**src/sv/multi_column_key_crc32c_hash_assert.svh**
```systemverilog
// Assertion macros for the multi-column key hash.
`ifndef MULTI_COLUMN_KEY_CRC32C_HASH_ASSERT_SVH
`define MULTI_COLUMN_KEY_CRC32C_HASH_ASSERT_SVH
`ifndef SYNTHESIS
`define MKH_ASSERT_IMP(label, clk, rst, ante, cons, msg) \
   label: assert property (@(posedge clk) disable iff (rst) (ante) |-> (cons)) \
      else $error(msg);
`define MKH_ASSERT_NEXT(label, clk, rst, ante, cons, msg) \
   label: assert property (@(posedge clk) disable iff (rst) (ante) |=> (cons)) \
      else $error(msg);
`else
`define MKH_ASSERT_IMP(label, clk, rst, ante, cons, msg)
`define MKH_ASSERT_NEXT(label, clk, rst, ante, cons, msg)
`endif
`endif

```
**src/sv/mkh_pkg.sv**
```systemverilog
`timescale 1ns / 1ps
`default_nettype none

package mkh_pkg;

   localparam logic [31:0] CRC_SEED = 32'hFFFF_FFFF;
   localparam logic [31:0] CRC_POLY = 32'h82F6_3B78;

   localparam logic KIND_INT  = 1'b0;
   localparam logic KIND_TEXT = 1'b1;

   localparam logic [1:0] INT_U8      = 2'd0;
   localparam logic [1:0] INT_S16     = 2'd1;
   localparam logic [1:0] INT_S32     = 2'd2;
   localparam logic [1:0] INT_S64_FLD = 2'd3;

   localparam int unsigned LANES = 8;
   localparam logic [3:0] MAX_BYTES  = 4'd8;
   localparam logic [3:0] WORD_BYTES = 4'd4;

   typedef struct packed {
      logic        kind;
      logic [63:0] value;
      logic [1:0]  int_size;
      logic [3:0]  byte_count;
      logic        is_null;
      logic        first_column;
      logic        last_chunk;
      logic        last_column;
   } req_type;

   typedef struct packed {
      logic        valid;
      logic [31:0] hash;
   } result_type;

   // CRC register contribution of each bit of a byte after byte_steps byte updates
   function automatic logic [7:0][31:0] shift_cols(input int unsigned byte_steps);
      logic [7:0][31:0] cols;
      logic [31:0]      v;
      for (int b = 0; b < 8; b++) begin
         v = 32'd1 << b;
         for (int unsigned k = 0; k < byte_steps * 8; k++) begin
            v = v[0] ? ((v >> 1) ^ CRC_POLY) : (v >> 1);
         end
         cols[b] = v;
      end
      return cols;
   endfunction

endpackage

`default_nettype wire

```
**src/sv/mkh_if.sv**
```systemverilog
`timescale 1ns / 1ps
`default_nettype none

interface mkh_req_if;
   logic        valid;
   logic        ready;
   logic        kind;
   logic [63:0] value;
   logic [1:0]  int_size;
   logic [3:0]  byte_count;
   logic        is_null;
   logic        first_column;
   logic        last_chunk;
   logic        last_column;

   modport source (
      output valid, kind, value, int_size, byte_count, is_null, first_column,
             last_chunk, last_column,
      input  ready
   );
   modport sink (
      input  valid, kind, value, int_size, byte_count, is_null, first_column,
             last_chunk, last_column,
      output ready
   );
endinterface

interface mkh_rsp_if;
   logic        valid;
   logic        ready;
   logic [31:0] row_hash;

   modport source (output valid, row_hash, input ready);
   modport sink (input valid, row_hash, output ready);
endinterface

`default_nettype wire

```
**src/sv/mkh_lane.sv**
```systemverilog
`timescale 1ns / 1ps
`default_nettype none

module mkh_lane #(
   parameter int unsigned BytePos = 0
) (
   input  logic [7:0]  lane_byte,
   output logic [31:0] lane_crc
);

   localparam logic [7:0][31:0] COLS = mkh_pkg::shift_cols(mkh_pkg::LANES - BytePos);

   always_comb begin
      lane_crc = '0;
      for (int b = 0; b < 8; b++) begin
         if (lane_byte[b]) begin
            lane_crc = lane_crc ^ COLS[b];
         end
      end
   end

endmodule

`default_nettype wire

```
**src/sv/mkh_core.sv**
```systemverilog
`timescale 1ns / 1ps
`default_nettype none
`include "multi_column_key_crc32c_hash_assert.svh"

module mkh_core (
   input  logic                   clock,
   input  logic                   reset,
   input  logic                   req_accept,
   input  mkh_pkg::req_type       req_item,
   output mkh_pkg::result_type    res
);

   logic [31:0] run_ff, run_in;
   logic        inside_ff, inside_in;

   logic [31:0]      int_word;
   logic [63:0]      data;
   logic [63:0]      data_masked;
   logic [3:0]       n_bytes;
   logic [3:0]       lead_bytes;
   logic [6:0]       shamt;
   logic [31:0]      start_crc;
   logic [95:0]      msg_word;
   logic [31:0]      crc_next;
   logic [7:0][31:0] lane_out;
   logic             closes;

   always_comb begin
      case (req_item.int_size)
         mkh_pkg::INT_U8:  int_word = {24'd0, req_item.value[7:0]};
         mkh_pkg::INT_S16: int_word = {{16{req_item.value[15]}}, req_item.value[15:0]};
         mkh_pkg::INT_S32: int_word = req_item.value[31:0];
         default:          int_word = req_item.value[31:0] ^
                              (req_item.value[63] ? ~req_item.value[63:32]
                                                  : req_item.value[63:32]);
      endcase
   end

   always_comb begin
      if (req_item.kind == mkh_pkg::KIND_TEXT) begin
         data      = req_item.value;
         n_bytes   = (req_item.byte_count > mkh_pkg::MAX_BYTES) ? mkh_pkg::MAX_BYTES
                                                               : req_item.byte_count;
         start_crc = (inside_ff || !req_item.first_column) ? run_ff : mkh_pkg::CRC_SEED;
      end else begin
         data      = {32'd0, int_word};
         n_bytes   = mkh_pkg::WORD_BYTES;
         start_crc = req_item.first_column ? mkh_pkg::CRC_SEED : run_ff;
      end
      for (int j = 0; j < 8; j++) begin
         data_masked[8*j +: 8] = (4'(j) < n_bytes) ? data[8*j +: 8] : 8'd0;
      end
      // right-align the bytes; leading zero bytes leave a zero state untouched
      lead_bytes = mkh_pkg::MAX_BYTES - n_bytes;
      shamt      = {lead_bytes, 3'd0};
      msg_word   = ({32'd0, data_masked << shamt}) ^ ({64'd0, start_crc} << shamt);
   end

   for (genvar g = 0; g < mkh_pkg::LANES; g++) begin : g_lane
      mkh_lane #(.BytePos(g)) u_lane (
         .lane_byte (msg_word[8*g +: 8]),
         .lane_crc  (lane_out[g])
      );
   end

   always_comb begin
      crc_next = msg_word[95:64];
      for (int j = 0; j < 8; j++) begin
         crc_next = crc_next ^ lane_out[j];
      end
   end

   always_comb begin
      run_in    = run_ff;
      inside_in = inside_ff;
      closes    = 1'b1;
      if (req_accept) begin
         if (req_item.is_null) begin
            run_in    = req_item.first_column ? 32'd0 : run_ff;
            inside_in = 1'b0;
         end else if (req_item.kind == mkh_pkg::KIND_INT) begin
            run_in    = crc_next;
            inside_in = 1'b0;
         end else begin
            run_in    = crc_next;
            inside_in = !req_item.last_chunk;
            closes    = req_item.last_chunk;
         end
      end
      res.valid = req_accept && closes && req_item.last_column;
      res.hash  = run_in;
   end

   always_ff @(posedge clock) begin
      if (reset) begin
         run_ff    <= '0;
         inside_ff <= 1'b0;
      end else begin
         run_ff    <= run_in;
         inside_ff <= inside_in;
      end
   end

   `MKH_ASSERT_NEXT(a_null_first_clears, clock, reset, req_accept && req_item.is_null && req_item.first_column, run_ff == 32'd0, "null first column must clear the hash")
   `MKH_ASSERT_NEXT(a_int_closes_value, clock, reset, req_accept && !req_item.is_null && (req_item.kind == mkh_pkg::KIND_INT), !inside_ff, "integer item must close any open text value")
   `MKH_ASSERT_NEXT(a_empty_first_text, clock, reset, req_accept && !req_item.is_null && (req_item.kind == mkh_pkg::KIND_TEXT) && req_item.first_column && !inside_ff && (req_item.byte_count == 4'd0), run_ff == mkh_pkg::CRC_SEED, "empty first text must leave the seed")

endmodule

`default_nettype wire

```
**src/sv/mkh_out_buf.sv**
```systemverilog
`timescale 1ns / 1ps
`default_nettype none
`include "multi_column_key_crc32c_hash_assert.svh"

module mkh_out_buf (
   input  logic                clock,
   input  logic                reset,
   input  mkh_pkg::result_type res,
   output logic                buf_ready,
   mkh_rsp_if.source           rsp_ch
);

   logic [31:0] head_ff, head_in;
   logic [31:0] tail_ff, tail_in;
   logic [1:0]  cnt_ff, cnt_in;
   logic        pop;

   assign buf_ready       = (cnt_ff != 2'd2);
   assign rsp_ch.valid    = (cnt_ff != 2'd0);
   assign rsp_ch.row_hash = head_ff;
   assign pop             = rsp_ch.valid && rsp_ch.ready;

   always_comb begin
      head_in = head_ff;
      tail_in = tail_ff;
      cnt_in  = cnt_ff;
      case ({res.valid, pop})
         2'b10: begin
            if (cnt_ff == 2'd0) begin
               head_in = res.hash;
            end else begin
               tail_in = res.hash;
            end
            cnt_in = cnt_ff + 2'd1;
         end
         2'b01: begin
            head_in = tail_ff;
            cnt_in  = cnt_ff - 2'd1;
         end
         2'b11: begin
            if (cnt_ff == 2'd1) begin
               head_in = res.hash;
            end else begin
               head_in = tail_ff;
               tail_in = res.hash;
            end
         end
         default: begin
            cnt_in = cnt_ff;
         end
      endcase
   end

   always_ff @(posedge clock) begin
      if (reset) begin
         cnt_ff <= '0;
      end else begin
         cnt_ff <= cnt_in;
      end
      head_ff <= head_in;
      tail_ff <= tail_in;
   end

   `MKH_ASSERT_IMP(a_no_push_when_full, clock, reset, res.valid, cnt_ff != 2'd2, "item pushed into a full buffer")
   `MKH_ASSERT_NEXT(a_pop_from_full, clock, reset, pop && !res.valid && (cnt_ff == 2'd2), cnt_ff == 2'd1, "pop from a full buffer lost count")
   `MKH_ASSERT_NEXT(a_push_to_empty, clock, reset, res.valid && (cnt_ff == 2'd0), rsp_ch.valid && (head_ff == $past(res.hash)), "item into empty buffer not presented")

endmodule

`default_nettype wire

```
**src/sv/multi_column_key_crc32c_hash.sv**
```systemverilog
`timescale 1ns / 1ps
`default_nettype none

// Row hash for multi-column join keys, CRC32C (Castagnoli) from seed 0xFFFFFFFF with
// no final inversion. One item per clock is taken while req_ch.ready is high: an
// integer column value, a text chunk of up to eight bytes, or a null. The hash
// update for an item is done in the same cycle it is accepted by eight byte lanes
// whose results are XOR-merged, so the running hash is ready for the next item on
// the following clock; this feedback through the lanes sets the rate at one item
// per cycle. A row's hash is written into the two-entry output buffer and reaches
// rsp_ch from its head register. The buffer lets input continue while one result
// waits; req_ch.ready drops only when both entries are full.
module multi_column_key_crc32c_hash (
   input  wire        clock,
   input  wire        reset,
   mkh_req_if.sink    req_ch,
   mkh_rsp_if.source  rsp_ch
);

   mkh_pkg::req_type    req_item;
   mkh_pkg::result_type res;
   logic                buf_ready;
   logic                req_accept;

   assign req_ch.ready = buf_ready;
   assign req_accept   = req_ch.valid && buf_ready;

   assign req_item.kind         = req_ch.kind;
   assign req_item.value        = req_ch.value;
   assign req_item.int_size     = req_ch.int_size;
   assign req_item.byte_count   = req_ch.byte_count;
   assign req_item.is_null      = req_ch.is_null;
   assign req_item.first_column = req_ch.first_column;
   assign req_item.last_chunk   = req_ch.last_chunk;
   assign req_item.last_column  = req_ch.last_column;

   mkh_core u_core (
      .clock      (clock),
      .reset      (reset),
      .req_accept (req_accept),
      .req_item   (req_item),
      .res        (res)
   );

   mkh_out_buf u_out_buf (
      .clock     (clock),
      .reset     (reset),
      .res       (res),
      .buf_ready (buf_ready),
      .rsp_ch    (rsp_ch)
   );

endmodule

`default_nettype wire

```
**src/flat_wrapper.sv**
```systemverilog
// flat-port wrapper written by rule: the top's interface ports become plain ports
module multi_column_key_crc32c_hash_flat 
  (clock, reset, req_ch_valid, req_ch_kind, req_ch_value, req_ch_int_size, req_ch_byte_count, req_ch_is_null, req_ch_first_column, req_ch_last_chunk, req_ch_last_column, req_ch_ready, rsp_ch_valid, rsp_ch_row_hash, rsp_ch_ready);
  mkh_req_if req_ch_i ();
  mkh_rsp_if rsp_ch_i ();
  input  wire clock;
  input  wire reset;
  input wire logic [$bits(req_ch_i.valid)-1:0] req_ch_valid;
  input wire logic [$bits(req_ch_i.kind)-1:0] req_ch_kind;
  input wire logic [$bits(req_ch_i.value)-1:0] req_ch_value;
  input wire logic [$bits(req_ch_i.int_size)-1:0] req_ch_int_size;
  input wire logic [$bits(req_ch_i.byte_count)-1:0] req_ch_byte_count;
  input wire logic [$bits(req_ch_i.is_null)-1:0] req_ch_is_null;
  input wire logic [$bits(req_ch_i.first_column)-1:0] req_ch_first_column;
  input wire logic [$bits(req_ch_i.last_chunk)-1:0] req_ch_last_chunk;
  input wire logic [$bits(req_ch_i.last_column)-1:0] req_ch_last_column;
  output wire logic [$bits(req_ch_i.ready)-1:0] req_ch_ready;
  output wire logic [$bits(rsp_ch_i.valid)-1:0] rsp_ch_valid;
  output wire logic [$bits(rsp_ch_i.row_hash)-1:0] rsp_ch_row_hash;
  input wire logic [$bits(rsp_ch_i.ready)-1:0] rsp_ch_ready;
  assign req_ch_i.valid = req_ch_valid;
  assign req_ch_i.kind = req_ch_kind;
  assign req_ch_i.value = req_ch_value;
  assign req_ch_i.int_size = req_ch_int_size;
  assign req_ch_i.byte_count = req_ch_byte_count;
  assign req_ch_i.is_null = req_ch_is_null;
  assign req_ch_i.first_column = req_ch_first_column;
  assign req_ch_i.last_chunk = req_ch_last_chunk;
  assign req_ch_i.last_column = req_ch_last_column;
  assign req_ch_ready = req_ch_i.ready;
  assign rsp_ch_valid = rsp_ch_i.valid;
  assign rsp_ch_row_hash = rsp_ch_i.row_hash;
  assign rsp_ch_i.ready = rsp_ch_ready;
  multi_column_key_crc32c_hash u_core (.clock(clock), .reset(reset), .req_ch(req_ch_i), .rsp_ch(rsp_ch_i));
endmodule
```
**config.mk**
```make
export PLATFORM = sky130hd
export DESIGN_NAME = multi_column_key_crc32c_hash_flat
export DESIGN_NICKNAME = d
export VERILOG_FILES = /design/src/sv/mkh_pkg.sv /design/src/sv/mkh_if.sv /design/src/sv/mkh_lane.sv /design/src/sv/mkh_core.sv /design/src/sv/mkh_out_buf.sv /design/src/sv/multi_column_key_crc32c_hash.sv /design/src/flat_wrapper.sv
export VERILOG_INCLUDE_DIRS = /design/src /design/src/sv
export SDC_FILE = /design/constraint.sdc
export NUM_CORES = 1
export LEC_CHECK = 0
export ABC_CLOCK_PERIOD_IN_PS = 6400
export BUFFER_PORTS_ARGS = -buffer_cell sky130_fd_sc_hd__clkbuf_2
export CORE_MARGIN = 2
export CORE_UTILIZATION = 64
export CTS_CLUSTER_DIAMETER = 60
export DETAILED_ROUTE_END_ITERATION = 12
export GPL_TIMING_DRIVEN = 0
export PLACE_DENSITY = 0.84
export SYNTH_ARGS = -nofsm -noshare
export SYNTH_HDL_FRONTEND = slang
export SYNTH_HIERARCHICAL = 1
export SYNTH_SLANG_ARGS = --single-unit
```
**constraint.sdc**
```tcl
create_clock -name clock -period 6.4 [get_ports clock]
set_clock_uncertainty 0.15 [all_clocks]
set_input_delay 0 -clock clock [delete_from_list [all_inputs] [get_ports clock]]
set_output_delay 0 -clock clock [all_outputs]
set_load 0.02 [all_outputs]
```
==> results.md <==
- Status: complete, but fails checks
- Failing checks: setup timing
- Synth Register Bits: 99
- CP required: 6330 ps
- CP Capture Type: register
- CTS Root Cell: clkbuf_16
- Placed instance area: around 18000 µm²
- Port bufs: 107
- Die span in x: 169 µm
- Fmax: 155 MHz
- R2r worst-path depth: 19
- Vias per cell: 6.77
- Detailed Route WL: between 60 and 70 mm
- Cell Area, Synth: 17500 µm²
- Most common cell after layout, fill and taps aside: xnor2_1
- Clock sink count: 99
- Tcrit/Tclk final: 101%
- Largest net degree at the start of global routing: 33
- Arrival time at the worst endpoint: 6390 ps
- Clk Latency, worst-skew pair: 330 ps
- Final nets: approximately 2200
- Multi-input logic area: 14200 µm²
- Starting Density: 64.9%
- Final number of setup-violating endpoints: 7
- Register area: 2620 µm²
- Seq/Total Area, Yosys: 15.0%
- PnR worst setup slack: -57.7 ps
- Met1 Track Usage GR: 57.5%
- Avg WL per Cell: between 20 and 30 µm
- Deepest level of the CTS H-tree: 3
- Initial antenna violation count: 2
- Final Slew Violations: 0
- Max Cap Violations: 0
- Critical R2R Capture: u_core/u_out_buf/rsp_ch.row_hash[7]
- Min-delay src: req_ch_valid
- I/O pins: 113
- First-pass GRT wire length: 97.1 mm
- Global-route usage over all layers: 45.3%
- Worst path max stage delay: around 540 ps
- Detailed Route Iter0 Violations: between 2000 and 2500
- Syn Area/Cell: 9.00 µm²
- CP Launch Point: req_ch_byte_count[3]
- TritonCTS Buffers: 9
- Worst-path fanout max: 10
- Grt met3 use: 12.1%
- Drt drc: 0
- Layout cells sized above 1: 24.8%
- DPL Wire Length: 53.6 mm
- Die Height: between 150 and 200 µm
- Residual overflow from global routing: 0
- Die area: 28600 µm²
- Met2 Usage GRT: around 71%
- Row count: 60
- Antenna-violating nets left: 0
- Commonest cells after routing, fill and taps aside: xnor2_1, nand2_1, clkbuf_2
- Top_reg_cell synth: edfxtp_1
- Placeable Area: 26900 µm²
- Number of synthesized flops with an enable pin: 64
- GR peak layer: met2
- Slowest cell on the critical path: xnor3_1
- First-pass DRT Iterations: 9
- Count of different cell masters after synthesis: 112
- Post-route cell area: 19600 µm²
- CTS tree: built
- Cells after Synth: roughly 1900
- Synthesis Warnings: 6
- Flop-to-flop setup slack: approximately 630 ps
- Startpoint Class: input pin
- Least-Margin Pin Slew: ~1000 ps
- Hold depth: 4
- Slew margin rel.: around a third
- Asr flop ratio synth: 0%
- Clock Path Buffers: 2
- GPL Wtd Cong: 1.13
- Synth-to-layout area growth: 12.5%
- Worst R2R Start: u_core/u_core/inside_ff
- Final Hold Viols: 0
- Fillers: 1967
- Vias in the first global route: about 16000
- Worst Hold Endpoint: u_core/u_core/run_ff[5]
- CP Class: input pin to register
- Hold Crit Class: input pin to register
- Clock-pin slew on the worst setup and hold paths: about 70 ps
- Via Count: 16400
- Minimum clock period: 6460 ps
[registers in the layout (all words and copies together) (netlist names)]
name and count:
u_core/u_out_buf/tail_ff 32, u_core/u_out_buf/cnt_ff 2, u_core/u_core/inside_ff 1, u_core/u_core/run_ff 32, u_core/u_out_buf/rsp_ch.row_hash 32
[per-layer routing]
layer	vias up	wire (µm)
met5	-	13
met2	1229	29900
met3	298	8270
li1	7019	-
met1	7845	25000
met4	2	4610
[repair_timing]
| item | 4_1_cts | 5_1_grt |
|---|---|---|
| endpoints found under the setup margin | 62 | 36 |
| buffers inserted | 3 | 10 |
| gates resized for setup | 36 | 98 |
| hold endpoints to repair | 4 | 0 |
| hold buffers | 3 | 0 |
| pin swaps | 2 | 14 |
[area by class of cell]
class	count	area share [%]
antenna	1	0.0127
buffer	192	6.29
clock buffer	12	1.36
clock inverter	4	0.280
inverter	38	0.733
multi-input combinational	1608	72.2
sequential	99	13.4
tap	341	2.17
timing repair buffer	126	3.63
[kinds of logic (layout without fill, tap and decap cells)]
group / count (synthesis) / count (layout) / share of synthesized area [%]
mux: 50 / 50 / 3.92
flops: 99 / 99 / 15.0
buf+inv: 234 / 372 / 7.71
simple gates: 431 / 431 / 11.8
compound gates: 448 / 448 / 18.8
xor+xnor: 667 / 667 / 42.1
other cells: 2 / 4 / 0.0430
fa+ha+maj: 9 / 9 / 0.645
[worst max-delay path: cells and delay by family]
kind | cells | cell delay, ps
AOI/OAI and AO/OA | 2 | 330
xor gates and xnor gates | 7 | 1680
adders and majority gates | 1 | 280
buffers and inverters | 12 | 2530
muxes | 1 | 260
and+or+nand+nor | 8 | 1280
[cell usage after synthesis (all sizes together), types with 24 or more instances]
master  number  area, µm²
nand3       25        125
xnor2      464       4380
mux2        37        529
nor2       110        423
a22oi       48        360
clkbuf      52        200
xnor3       61       1380
inv         37        139
xor2       124       1150
a21oi       65        329
a211oi      24        190
nand2      164        618
edfxtp      64       1920
buf        144       1000
nor3        24        136
o21ai       93        469
dfxtp       35        701
a22o        71        622
[per-stage QoR]
stage	util, %	hold slack, ps	setup WS, ps	TNS, ps	instances
floorplan	-	-80.9	856	0	1941
global placement	68.5	114	-1630	-72960	2389
detailed placement	68.8	136	-1090	-45650	2392
CTS	70.9	15.3	8.49	0	2413
global route	73.0	68.0	-114	-692	2420
finish	73.0	12.1	-57.7	-240	2421
[worst max path at each step]
| stage | endpoint | slack [ps] |
|---|---|---|
| floorplan | u_core/u_out_buf/rsp_ch.row_hash[31] | 860 |
| global placement | u_core/u_out_buf/rsp_ch.row_hash[31] | -1630 |
| detailed placement | u_core/u_out_buf/rsp_ch.row_hash[31] | -1090 |
| CTS | u_core/u_out_buf/rsp_ch.row_hash[1] | 8 |
| global route | u_core/u_out_buf/rsp_ch.row_hash[23] | -110 |
| finish | u_core/u_out_buf/rsp_ch.row_hash[28] | -60 |
Power is left out: the tool's default activity adds up to more than one toggle a clock period on the data nets, which glitch-free logic cannot reach.
